## src/hw/rtl/fdc_pkg.sv

```systemverilog
// ----------------------------------------------------------------------------
// fdc_pkg: shared definitions for the link frame deframer
// Holds the frame layout constants, the CRC-16 step, the store index
// arithmetic and the types passed between the deframer modules.
// ----------------------------------------------------------------------------
package fdc_pkg;

   localparam int MAX_PAYLOAD = 64;
   localparam int OVERHEAD    = 10;
   localparam int STORE_DEPTH = MAX_PAYLOAD + OVERHEAD;
   localparam int IDX_W       = $clog2(STORE_DEPTH);
   localparam int CNT_W       = $clog2(STORE_DEPTH + 1);
   localparam int BYTE_W      = 8;
   localparam int LEN_W       = 7;
   localparam int OFS_W       = 6;

   localparam logic [BYTE_W-1:0] HDR_A      = 8'h7A;
   localparam logic [BYTE_W-1:0] HDR_B      = 8'hA7;
   localparam logic [BYTE_W-1:0] VERSION_OK = 8'h01;
   localparam logic [BYTE_W-1:0] TAIL_A     = 8'h0D;
   localparam logic [BYTE_W-1:0] TAIL_B     = 8'h0A;
   localparam logic [15:0]       CRC_INIT   = 16'hFFFF;
   localparam logic [15:0]       CRC_POLY   = 16'hA001;

   localparam int POS_VER     = 2;
   localparam int POS_CMD     = 3;
   localparam int POS_SEQ     = 4;
   localparam int POS_LEN     = 5;
   localparam int POS_PAYLOAD = 6;

   localparam int RSP_CMD_LSB  = 0;
   localparam int RSP_SEQ_LSB  = RSP_CMD_LSB + BYTE_W;
   localparam int RSP_LEN_LSB  = RSP_SEQ_LSB + BYTE_W;
   localparam int RSP_BYTE_LSB = RSP_LEN_LSB + LEN_W;
   localparam int RSP_OFS_LSB  = RSP_BYTE_LSB + BYTE_W;
   localparam int RSP_FIELDS_W = RSP_OFS_LSB + OFS_W;
   localparam int RSP_DATA_W   = ((RSP_FIELDS_W + 7) / 8) * 8;

   typedef logic [IDX_W-1:0]  idx_type;
   typedef logic [CNT_W-1:0]  cnt_type;
   typedef logic [LEN_W-1:0]  len_type;
   typedef logic [BYTE_W-1:0] byte_type;

   typedef enum logic [2:0] {
      ST_IDLE,
      ST_CHECK,
      ST_HUNT_RD,
      ST_HUNT_EV,
      ST_FRM_RD,
      ST_FRM_EV,
      ST_EMIT_RD,
      ST_EMIT_WR
   } fdc_state_type;

   typedef struct packed {
      byte_type         frame_command;
      byte_type         frame_sequence;
      len_type          payload_len;
      byte_type         payload_byte;
      logic             byte_present;
      logic [OFS_W-1:0] byte_offset;
      logic             last_of_frame;
   } fdc_result_type;

   function automatic logic [15:0] crc_step(input logic [15:0] crc, input byte_type data);
      logic [15:0] c;
      c = crc ^ {8'h00, data};
      for (int b = 0; b < 8; b++) begin
         c = c[0] ? ((c >> 1) ^ CRC_POLY) : (c >> 1);
      end
      return c;
   endfunction

   function automatic idx_type wrap_add(input idx_type base, input cnt_type off);
      logic [CNT_W:0] s;
      s = (CNT_W+1)'(base) + (CNT_W+1)'(off);
      if (s >= (CNT_W+1)'(STORE_DEPTH)) begin
         s = s - (CNT_W+1)'(STORE_DEPTH);
      end
      return IDX_W'(s);
   endfunction

endpackage

```

## src/hw/rtl/fdc_ram.sv

```systemverilog
// ----------------------------------------------------------------------------
// fdc_ram: generic single-port-write, single-port-read RAM
// One write and one registered read per cycle; the read data holds while no
// read is enabled.
// ----------------------------------------------------------------------------
module fdc_ram #(
   parameter int WIDTH = 8,
   parameter int DEPTH = 74
) (
   input  logic                     clock,
   input  logic                     wr_en,
   input  logic [$clog2(DEPTH)-1:0] wr_addr,
   input  logic [WIDTH-1:0]         wr_data,
   input  logic                     rd_en,
   input  logic [$clog2(DEPTH)-1:0] rd_addr,
   output logic [WIDTH-1:0]         rd_data
);

   logic [WIDTH-1:0] mem_ff [DEPTH];
   logic [WIDTH-1:0] rd_data_ff;

   always_ff @(posedge clock) begin
      if (wr_en) begin
         mem_ff[wr_addr] <= wr_data;
      end
      if (rd_en) begin
         rd_data_ff <= mem_ff[rd_addr];
      end
   end

   assign rd_data = rd_data_ff;

endmodule

```

## src/hw/rtl/fdc_engine.sv

```systemverilog
// ----------------------------------------------------------------------------
// fdc_engine: frame store sequencer
// Keeps the frame store as a circular buffer in RAM, appends received bytes,
// hunts for the header, sweeps the frame for the CRC and tail check, and
// reads out the payload of a passing frame one result at a time.
// ----------------------------------------------------------------------------
module fdc_engine (
   input  logic                    clock,
   input  logic                    reset,
   input  logic                    in_valid,
   output logic                    in_ready,
   input  fdc_pkg::byte_type       in_byte,
   input  logic                    slot_free,
   output logic                    res_load,
   output fdc_pkg::fdc_result_type res,
   output logic                    ram_wr_en,
   output fdc_pkg::idx_type        ram_wr_addr,
   output fdc_pkg::byte_type       ram_wr_data,
   output logic                    ram_rd_en,
   output fdc_pkg::idx_type        ram_rd_addr,
   input  fdc_pkg::byte_type       ram_rd_data
);
   import fdc_pkg::*;

   fdc_state_type state_ff, state_in;
   idx_type       head_ff, head_in;
   cnt_type       fill_ff, fill_in;
   idx_type       i_ff, i_in;
   byte_type      prev_ff, prev_in;
   byte_type      ver_ff, ver_in;
   byte_type      cmd_ff, cmd_in;
   byte_type      seq_ff, seq_in;
   len_type       len_ff, len_in;
   logic [15:0]   crc_ff, crc_in;
   logic [15:0]   rxcrc_ff, rxcrc_in;
   byte_type      tail_a_ff, tail_a_in;
   len_type       k_ff, k_in;

   cnt_type       fill_eff;
   logic          hunt_found;
   cnt_type       hunt_start;
   cnt_type       hunt_fill;
   cnt_type       flen;
   idx_type       crc_end;
   logic          len_bad;
   logic          too_short;
   logic          frame_pass;
   logic          emit_last;

   assign fill_eff   = (fill_ff >= CNT_W'(STORE_DEPTH)) ? '0 : fill_ff;
   assign hunt_found = (i_ff != '0) && (prev_ff == HDR_A) && (ram_rd_data == HDR_B);
   assign hunt_start = hunt_found ? (CNT_W'(i_ff) - CNT_W'(1)) : CNT_W'(i_ff);
   assign hunt_fill  = fill_ff - hunt_start;
   assign flen       = CNT_W'(len_ff) + CNT_W'(OVERHEAD);
   assign crc_end    = IDX_W'(POS_PAYLOAD) + IDX_W'(len_ff);
   assign len_bad    = (ver_ff != VERSION_OK) || (ram_rd_data > BYTE_W'(MAX_PAYLOAD));
   assign too_short  = (9'(fill_ff) < (9'(ram_rd_data) + 9'(OVERHEAD)));
   assign frame_pass = (tail_a_ff == TAIL_A) && (ram_rd_data == TAIL_B) && (rxcrc_ff == crc_ff);
   assign emit_last  = (len_ff == '0) || (LEN_W'(k_ff + LEN_W'(1)) == len_ff);

   always_ff @(posedge clock) begin
      if (reset) begin
         state_ff <= ST_IDLE;
         head_ff  <= '0;
         fill_ff  <= '0;
         crc_ff   <= CRC_INIT;
      end else begin
         state_ff <= state_in;
         head_ff  <= head_in;
         fill_ff  <= fill_in;
         crc_ff   <= crc_in;
      end
   end

   always_ff @(posedge clock) begin
      i_ff      <= i_in;
      prev_ff   <= prev_in;
      ver_ff    <= ver_in;
      cmd_ff    <= cmd_in;
      seq_ff    <= seq_in;
      len_ff    <= len_in;
      rxcrc_ff  <= rxcrc_in;
      tail_a_ff <= tail_a_in;
      k_ff      <= k_in;
   end

   always_comb begin
      state_in    = state_ff;
      head_in     = head_ff;
      fill_in     = fill_ff;
      i_in        = i_ff;
      prev_in     = prev_ff;
      ver_in      = ver_ff;
      cmd_in      = cmd_ff;
      seq_in      = seq_ff;
      len_in      = len_ff;
      crc_in      = crc_ff;
      rxcrc_in    = rxcrc_ff;
      tail_a_in   = tail_a_ff;
      k_in        = k_ff;
      in_ready    = 1'b0;
      ram_wr_en   = 1'b0;
      ram_wr_addr = wrap_add(head_ff, fill_eff);
      ram_wr_data = in_byte;
      ram_rd_en   = 1'b0;
      ram_rd_addr = wrap_add(head_ff, CNT_W'(i_ff));
      res_load    = 1'b0;
      res.frame_command  = cmd_ff;
      res.frame_sequence = seq_ff;
      res.payload_len    = len_ff;
      res.payload_byte   = (len_ff == '0) ? '0 : ram_rd_data;
      res.byte_present   = (len_ff != '0);
      res.byte_offset    = (len_ff == '0) ? '0 : k_ff[OFS_W-1:0];
      res.last_of_frame  = emit_last;

      case (state_ff)
         ST_IDLE: begin
            in_ready = !reset;
            if (in_valid && !reset) begin
               ram_wr_en = 1'b1;
               fill_in   = fill_eff + CNT_W'(1);
               state_in  = ST_CHECK;
            end
         end
         ST_CHECK: begin
            if (fill_ff < CNT_W'(OVERHEAD)) begin
               state_in = ST_IDLE;
            end else begin
               i_in     = '0;
               state_in = ST_HUNT_RD;
            end
         end
         ST_HUNT_RD: begin
            ram_rd_en = 1'b1;
            state_in  = ST_HUNT_EV;
         end
         ST_HUNT_EV: begin
            if (hunt_found || (CNT_W'(i_ff) == (fill_ff - CNT_W'(1)))) begin
               head_in = wrap_add(head_ff, hunt_start);
               fill_in = hunt_fill;
               i_in    = '0;
               crc_in  = CRC_INIT;
               if (hunt_fill < CNT_W'(OVERHEAD)) begin
                  state_in = ST_IDLE;
               end else begin
                  state_in = ST_FRM_RD;
               end
            end else begin
               prev_in  = ram_rd_data;
               i_in     = i_ff + IDX_W'(1);
               state_in = ST_HUNT_RD;
            end
         end
         ST_FRM_RD: begin
            ram_rd_en = 1'b1;
            state_in  = ST_FRM_EV;
         end
         ST_FRM_EV: begin
            i_in     = i_ff + IDX_W'(1);
            state_in = ST_FRM_RD;
            if ((i_ff <= IDX_W'(POS_LEN)) || (i_ff < crc_end)) begin
               crc_in = crc_step(crc_ff, ram_rd_data);
            end
            if (i_ff == IDX_W'(POS_VER)) begin
               ver_in = ram_rd_data;
            end
            if (i_ff == IDX_W'(POS_CMD)) begin
               cmd_in = ram_rd_data;
            end
            if (i_ff == IDX_W'(POS_SEQ)) begin
               seq_in = ram_rd_data;
            end
            if (i_ff == IDX_W'(POS_LEN)) begin
               len_in = ram_rd_data[LEN_W-1:0];
               if (len_bad) begin
                  head_in  = wrap_add(head_ff, CNT_W'(1));
                  fill_in  = fill_ff - CNT_W'(1);
                  state_in = ST_CHECK;
               end else if (too_short) begin
                  state_in = ST_IDLE;
               end
            end
            if (i_ff > IDX_W'(POS_LEN)) begin
               if (i_ff == crc_end) begin
                  rxcrc_in[7:0] = ram_rd_data;
               end
               if (i_ff == (crc_end + IDX_W'(1))) begin
                  rxcrc_in[15:8] = ram_rd_data;
               end
               if (i_ff == (crc_end + IDX_W'(2))) begin
                  tail_a_in = ram_rd_data;
               end
               if (i_ff == (crc_end + IDX_W'(3))) begin
                  if (frame_pass) begin
                     i_in     = IDX_W'(POS_PAYLOAD);
                     k_in     = '0;
                     state_in = ST_EMIT_RD;
                  end else begin
                     head_in  = wrap_add(head_ff, flen);
                     fill_in  = fill_ff - flen;
                     state_in = ST_CHECK;
                  end
               end
            end
         end
         ST_EMIT_RD: begin
            ram_rd_en = 1'b1;
            state_in  = ST_EMIT_WR;
         end
         ST_EMIT_WR: begin
            if (slot_free) begin
               res_load = 1'b1;
               if (emit_last) begin
                  head_in  = wrap_add(head_ff, flen);
                  fill_in  = fill_ff - flen;
                  state_in = ST_CHECK;
               end else begin
                  k_in     = k_ff + LEN_W'(1);
                  i_in     = i_ff + IDX_W'(1);
                  state_in = ST_EMIT_RD;
               end
            end
         end
         default: begin
            state_in = ST_IDLE;
         end
      endcase
   end

endmodule

```

## src/hw/rtl/fdc_out_reg.sv

```systemverilog
// ----------------------------------------------------------------------------
// fdc_out_reg: result output register
// Holds one result transaction for the result channel and packs its fields
// onto the stream ports, so the sequencer can move on while it waits.
// ----------------------------------------------------------------------------
module fdc_out_reg (
   input  logic                             clock,
   input  logic                             reset,
   input  logic                             res_load,
   input  fdc_pkg::fdc_result_type          res,
   output logic                             slot_free,
   output logic                             rsp_tvalid,
   input  logic                             rsp_tready,
   output logic [fdc_pkg::RSP_DATA_W-1:0]   rsp_tdata,
   output logic                             rsp_tuser,
   output logic                             rsp_tlast
);
   import fdc_pkg::*;

   logic           valid_ff, valid_in;
   fdc_result_type res_ff;

   assign slot_free = !valid_ff || rsp_tready;

   always_comb begin
      valid_in = valid_ff;
      if (res_load) begin
         valid_in = 1'b1;
      end else if (rsp_tready) begin
         valid_in = 1'b0;
      end
   end

   always_ff @(posedge clock) begin
      if (reset) begin
         valid_ff <= 1'b0;
      end else begin
         valid_ff <= valid_in;
      end
   end

   always_ff @(posedge clock) begin
      if (res_load) begin
         res_ff <= res;
      end
   end

   assign rsp_tvalid = valid_ff;
   assign rsp_tdata  = {(RSP_DATA_W - RSP_FIELDS_W)'(0), res_ff.byte_offset, res_ff.payload_byte,
                        res_ff.payload_len, res_ff.frame_sequence, res_ff.frame_command};
   assign rsp_tuser  = res_ff.byte_present;
   assign rsp_tlast  = res_ff.last_of_frame;

endmodule

```

## src/hw/rtl/frame_deframer_crc16_core.sv

```systemverilog
// ----------------------------------------------------------------------------
// frame_deframer_crc16_core: header, length and CRC-16/MODBUS deframer
// Finds frames of the form 7A A7 version command sequence length payload
// crc_lo crc_hi 0D 0A in a received byte stream and emits the payload of
// each passing frame as a run of result transactions.
//
// Channel  Dir  Transaction contents
// req_     in   rx_byte
// rsp_     out  command, sequence, length, payload byte, present, offset, last
//
// A received byte is written into the frame store RAM in ST_IDLE, then the
// fill count is checked in ST_CHECK. While ten or more bytes are held, the
// header hunt and frame sweep read stored bytes one at a time through the
// single registered RAM read port, each in a read and an evaluate state; each
// result is read in ST_EMIT_RD and loaded in ST_EMIT_WR, which a low
// rsp_tready holds while the output register is full. A new byte is accepted
// only once this work is done, while the last result may still wait in the
// output register. Reset clears the control state; the store needs no clearing.
// ----------------------------------------------------------------------------
module frame_deframer_crc16_core (
   input  logic                           clock,
   input  logic                           reset,
   input  logic                           req_tvalid,
   output logic                           req_tready,
   input  logic [7:0]                     req_tdata,   // [7:0] rx_byte
   output logic                           rsp_tvalid,
   input  logic                           rsp_tready,
   // [7:0] frame_command, [15:8] frame_sequence, [22:16] payload length,
   // [30:23] payload_byte, [36:31] byte_offset, [39:37] zero
   output logic [fdc_pkg::RSP_DATA_W-1:0] rsp_tdata,
   output logic                           rsp_tuser,   // [0] byte_present
   output logic                           rsp_tlast    // last_of_frame
);
   import fdc_pkg::*;

   logic           slot_free;
   logic           res_load;
   fdc_result_type res;
   logic           ram_wr_en;
   idx_type        ram_wr_addr;
   byte_type       ram_wr_data;
   logic           ram_rd_en;
   idx_type        ram_rd_addr;
   byte_type       ram_rd_data;

   fdc_engine u_engine (
      .clock       (clock),
      .reset       (reset),
      .in_valid    (req_tvalid),
      .in_ready    (req_tready),
      .in_byte     (req_tdata),
      .slot_free   (slot_free),
      .res_load    (res_load),
      .res         (res),
      .ram_wr_en   (ram_wr_en),
      .ram_wr_addr (ram_wr_addr),
      .ram_wr_data (ram_wr_data),
      .ram_rd_en   (ram_rd_en),
      .ram_rd_addr (ram_rd_addr),
      .ram_rd_data (ram_rd_data)
   );

   fdc_ram #(
      .WIDTH (BYTE_W),
      .DEPTH (STORE_DEPTH)
   ) u_store (
      .clock   (clock),
      .wr_en   (ram_wr_en),
      .wr_addr (ram_wr_addr),
      .wr_data (ram_wr_data),
      .rd_en   (ram_rd_en),
      .rd_addr (ram_rd_addr),
      .rd_data (ram_rd_data)
   );

   fdc_out_reg u_out (
      .clock      (clock),
      .reset      (reset),
      .res_load   (res_load),
      .res        (res),
      .slot_free  (slot_free),
      .rsp_tvalid (rsp_tvalid),
      .rsp_tready (rsp_tready),
      .rsp_tdata  (rsp_tdata),
      .rsp_tuser  (rsp_tuser),
      .rsp_tlast  (rsp_tlast)
   );

endmodule

```

## config.mk

```make
export PLATFORM = sky130hd
export DESIGN_NAME = frame_deframer_crc16_core
export DESIGN_NICKNAME = d
export VERILOG_FILES = /design/src/hw/rtl/fdc_pkg.sv /design/src/hw/rtl/fdc_ram.sv /design/src/hw/rtl/fdc_engine.sv /design/src/hw/rtl/fdc_out_reg.sv /design/src/hw/rtl/frame_deframer_crc16_core.sv
export SDC_FILE = /design/constraint.sdc
export NUM_CORES = 1
export LEC_CHECK = 0
export BUFFER_PORTS_ARGS = -buffer_cell sky130_fd_sc_hd__buf_2
export CORE_MARGIN = 8
export CORE_UTILIZATION = 68
export DETAILED_ROUTE_END_ITERATION = 6
export PLACE_DENSITY = 0.9
export SKIP_LAST_GASP = 1
export SLEW_MARGIN = 20
export SYNTH_ARGS = -nofsm -noshare
export SYNTH_HDL_FRONTEND = slang
export SYNTH_SLANG_ARGS = --single-unit
```

## constraint.sdc

```tcl
create_clock -name clock -period 11.2 [get_ports clock]
set_input_delay 0.56 -clock clock [delete_from_list [all_inputs] [get_ports clock]]
set_output_delay 0.56 -clock clock [all_outputs]
set_load 0.02 [all_outputs]
```

==> results.cfg <==
[run_status]
status = finished, final reports clean

[floorplan]
core_um2 = 51200
dieArea_um2 = 59100
die_height_um = 243
die_x_um = 243
rows = 83
io_pins = 56
initial_core_util_pct = 68.5

[cts]
path_clk_slew_ps = 70
clk_latency_ps = 640
cts_hold_buf = 0
ctsResizeCount = 0
cts_max_path_buffers = 3
clkSinkCount = 750
root_buffer = clkbuf_16
numCtsBuffers = 75
cts.htree.levels = 3
cts_tree = built
post_cts_buffers = 0

[power]
p_per_area_nw_per_um2 = 230
p_int_mw = 5.66
pwr-share-comb_pct = 34.5
p_seq_share_pct = 37.3
power_leakage_nw = 13.4
pwr-share-clk_pct = 28.2
power_mw = 8.85
ir_drop_mv = 0.160
sw_frac_of_total_pct = 36.1
p_sw_mw = 3.19

[logic_synthesis]
synth-seq-area-share_pct = 63.2
synth_adder_area_share_pct = 2.99
synthTopCellsByArea = edfxtp_1 61%, mux2i_1 6.8%, mux4_2 3.3%, ha_1 2.6%, xnor2_1 2.0%
synth-seq-cells = 750
synth.most_common_cell = edfxtp_1
netlist_instances = 2473
async_flop_share_pct = 0
synth_compound_area_share_pct = 8.28
synth_common_cells = 716 x edfxtp_1, 240 x mux2i_1, 145 x nor2_1
synth_xor_area_share_pct = 3.75
synthFlopType = edfxtp_1
muxShareOfSynthArea_pct = 10.9
synth-simple-area-share_pct = 8.62
synth_area_um2 = 35100
synth_edf_count = 716
synth_top_family_by_area = multiplexers
synth_top_area_cell = edfxtp_1
postSynthAreaPerCell_um2 = 14.2
ys_types = 100
yosysWarnings = 0
synth_top_area_share_pct = 61.3

[timing]
tightest_slew_ps = 1150
period_minus_slack_ps = 6560
finalSetupViolCount = 0
max_slew_margin_pct = 23.2
final.setup_skew_ps = 32.9
fin_setup_tns_ps = 0
fmax_ghz = 0.152
grt_setup_unrepaired = no
layout_worst_path_cycle_share_pct = 58.5
fin_hold_ws_ps = 325
drv_slew = 0
hold_viol = 0

[grt]
overflow = 0
grt_pass1_vias = 22600
grt_max_degree = 75
grt_use_total_pct = 30.0
grt_pass1_wl_um = 136000
antenna_found_initial = 2

[setup_path]
critPathCaptureType = flip-flop
critPathMostFrequentCell = ha_1
r2r-start = u_engine.fill_ff[0]
cp-startpoint = u_engine.fill_ff[0]
slowest_stage = nor3_1
critPathMaxStageDelay_ps = 1100
path_max_fanout = 16
setup.worst_path.start_class = flip-flop
path_cells = inv_1, ha_1, nor3_1, a21o_1, and2_1, ha_1, ha_1, and4b_1, a31oi_1, a21oi_1, nor3b_1, o211ai_2, o22ai_2, a31oi_2, xor2_2, nand2b_1, nor3_1
cp.buffers_inverters = 1
required_ps = 11460
crit_family = simple AND/OR/NAND/NOR gates
crit_arrival_ps = 6820
path_class = reg2reg

[cells_and_area]
fill_cells = 2797
area_growth_pct = 9.58
layout-drive-gt1-share_pct = 13.2
final_nets = 2597

[place]
io_buffers = 52
place_hpwl_um = 55500
gp_congestion = 0.992

[worst_hold_path]
hp-class = in2reg
hold_start = req_tvalid

[route]
drt_iter0_markers = 3156
wl_per_cell_um = 28.1
vias_per_cell = 7.07
num_vias = 23000
route.antenna.remaining_nets = 0
wirelength_um = 91300
drc = 0
firstDrtPassIters = 6

[job]
cap_violations = 0
[power by group through the flow]
stage	Combinational, mW	Clock, mW	Sequential, mW
2_1_floorplan	2.07	0	3.29
3_3_place_gp	2.78	0	3.35
3_5_place_dp	2.87	0	3.36
4_1_cts	2.92	2.49	3.30
5_1_grt	3.17	2.60	3.31
6_report	3.06	2.49	3.30
[cell usage in the layout, fill, tap and decap left out, drive strengths merged, types with 16 or more instances in the layout]
| cell type | count |
|---|---|
| and2 | 27 |
| mux2i | 240 |
| a31oi | 21 |
| nor2 | 147 |
| nand2 | 128 |
| o21ai | 68 |
| a21oi | 82 |
| nand3 | 59 |
| xor2 | 57 |
| nor2b | 17 |
| mux2 | 21 |
| mux4 | 52 |
| buf | 85 |
| o22ai | 42 |
| nand2b | 30 |
| clkbuf | 88 |
| nor3 | 75 |
| a2111oi | 16 |
| inv | 54 |
| clkinv | 41 |
| nor4 | 24 |
| ha | 74 |
| a21o | 25 |
| a211o | 16 |
| xnor2 | 82 |
| a211oi | 26 |
| dfxtp | 34 |
| edfxtp | 716 |
[worst reg2reg max path, delay by kind of cell, from the launching register on]
kind	cells	cell delay [ps]
AND/OR/NAND/NOR	6	3060
XOR/XNOR	1	350
flip-flops	1	530
AO/OA/AOI/OAI	6	1280
buffers and inverters	1	210
adder cells (fa/ha/maj)	3	760
[sequential cells by signal, indices dropped and copies added, names as in the netlist, 3 cells and up]
signal	flops
u_engine.cmd_ff	8
u_engine.tail_a_ff	8
u_engine.i_ff	7
u_engine.prev_ff	8
u_engine.k_ff	7
u_engine.fill_ff	7
u_engine.rxcrc_ff	16
u_store.rd_data	8
u_engine.seq_ff	8
u_out.rsp_tdata	37
u_engine.ver_ff	8
u_engine.crc_ff	16
u_store.mem_ff	592
u_engine.head_ff	7
u_engine.state_ff	3
u_engine.len_ff	7
[final timing paths]
| path | to | slack (ps) | depth (start not counted) |
|---|---|---|---|
| worst max-delay path | u_store.mem_ff[23][3] | 4640 | 17 |
| worst min-delay path | u_engine.state_ff[0] | 320 | 3 |
| worst max register to register | u_store.mem_ff[23][3] | 4640 | 17 |
| worst min register to register | u_out.rsp_tdata[11] | 420 | 0 |
[per-stage QoR]
| step | utilization, % | cells | area (um2) | setup WS [ps] |
|---|---|---|---|---|
| after global placement | 70.1 | 3107 | 35900 | 5180 |
| after floorplan | - | 2475 | 35100 | 6080 |
| after CTS | 74.9 | 3246 | 38400 | 4680 |
| after detailed placement | 70.2 | 3108 | 35900 | 4740 |
| final | 75.1 | 3248 | 38500 | 4640 |
| after global routing | 75.1 | 3247 | 38500 | 4200 |
[cells by family (layout without fill, tap and decap cells)]
kind of cell / after synthesis / after routing
AND/OR/NAND/NOR: 592 / 592
other: 1 / 4
flip-flops: 750 / 750
multiplexers: 313 / 313
XOR/XNOR: 143 / 143
AO/OA/AOI/OAI: 410 / 410
adder cells (fa/ha/maj): 81 / 81
buffers and inverters: 183 / 275
[cell type report]
type                            instances  area (um2)  share of cell area, %
Clock buffer                           88        1950                   5.06
Timing Repair Buffer                   85         562                   1.46
Antenna cell                            1        2.50                0.00651
Multi-Input combinational cell       1542       12200                   31.8
Tap cell                              680         851                   2.21
Sequential cell                       750       22200                   57.7
Inverter                               52         195                  0.508
Clock inverter                         50         485                   1.26
[routing by layer]
layer  GRT usage (%)  share of wire [%]  wire length (um)
met1            38.9                 36             32600
met2            48.7                 48             43400
met3            6.84                 12             10600
met4            13.0                5.1              4680
met5               0                  0                 0
No activity file was read; power rests on OpenSTA's default activity.
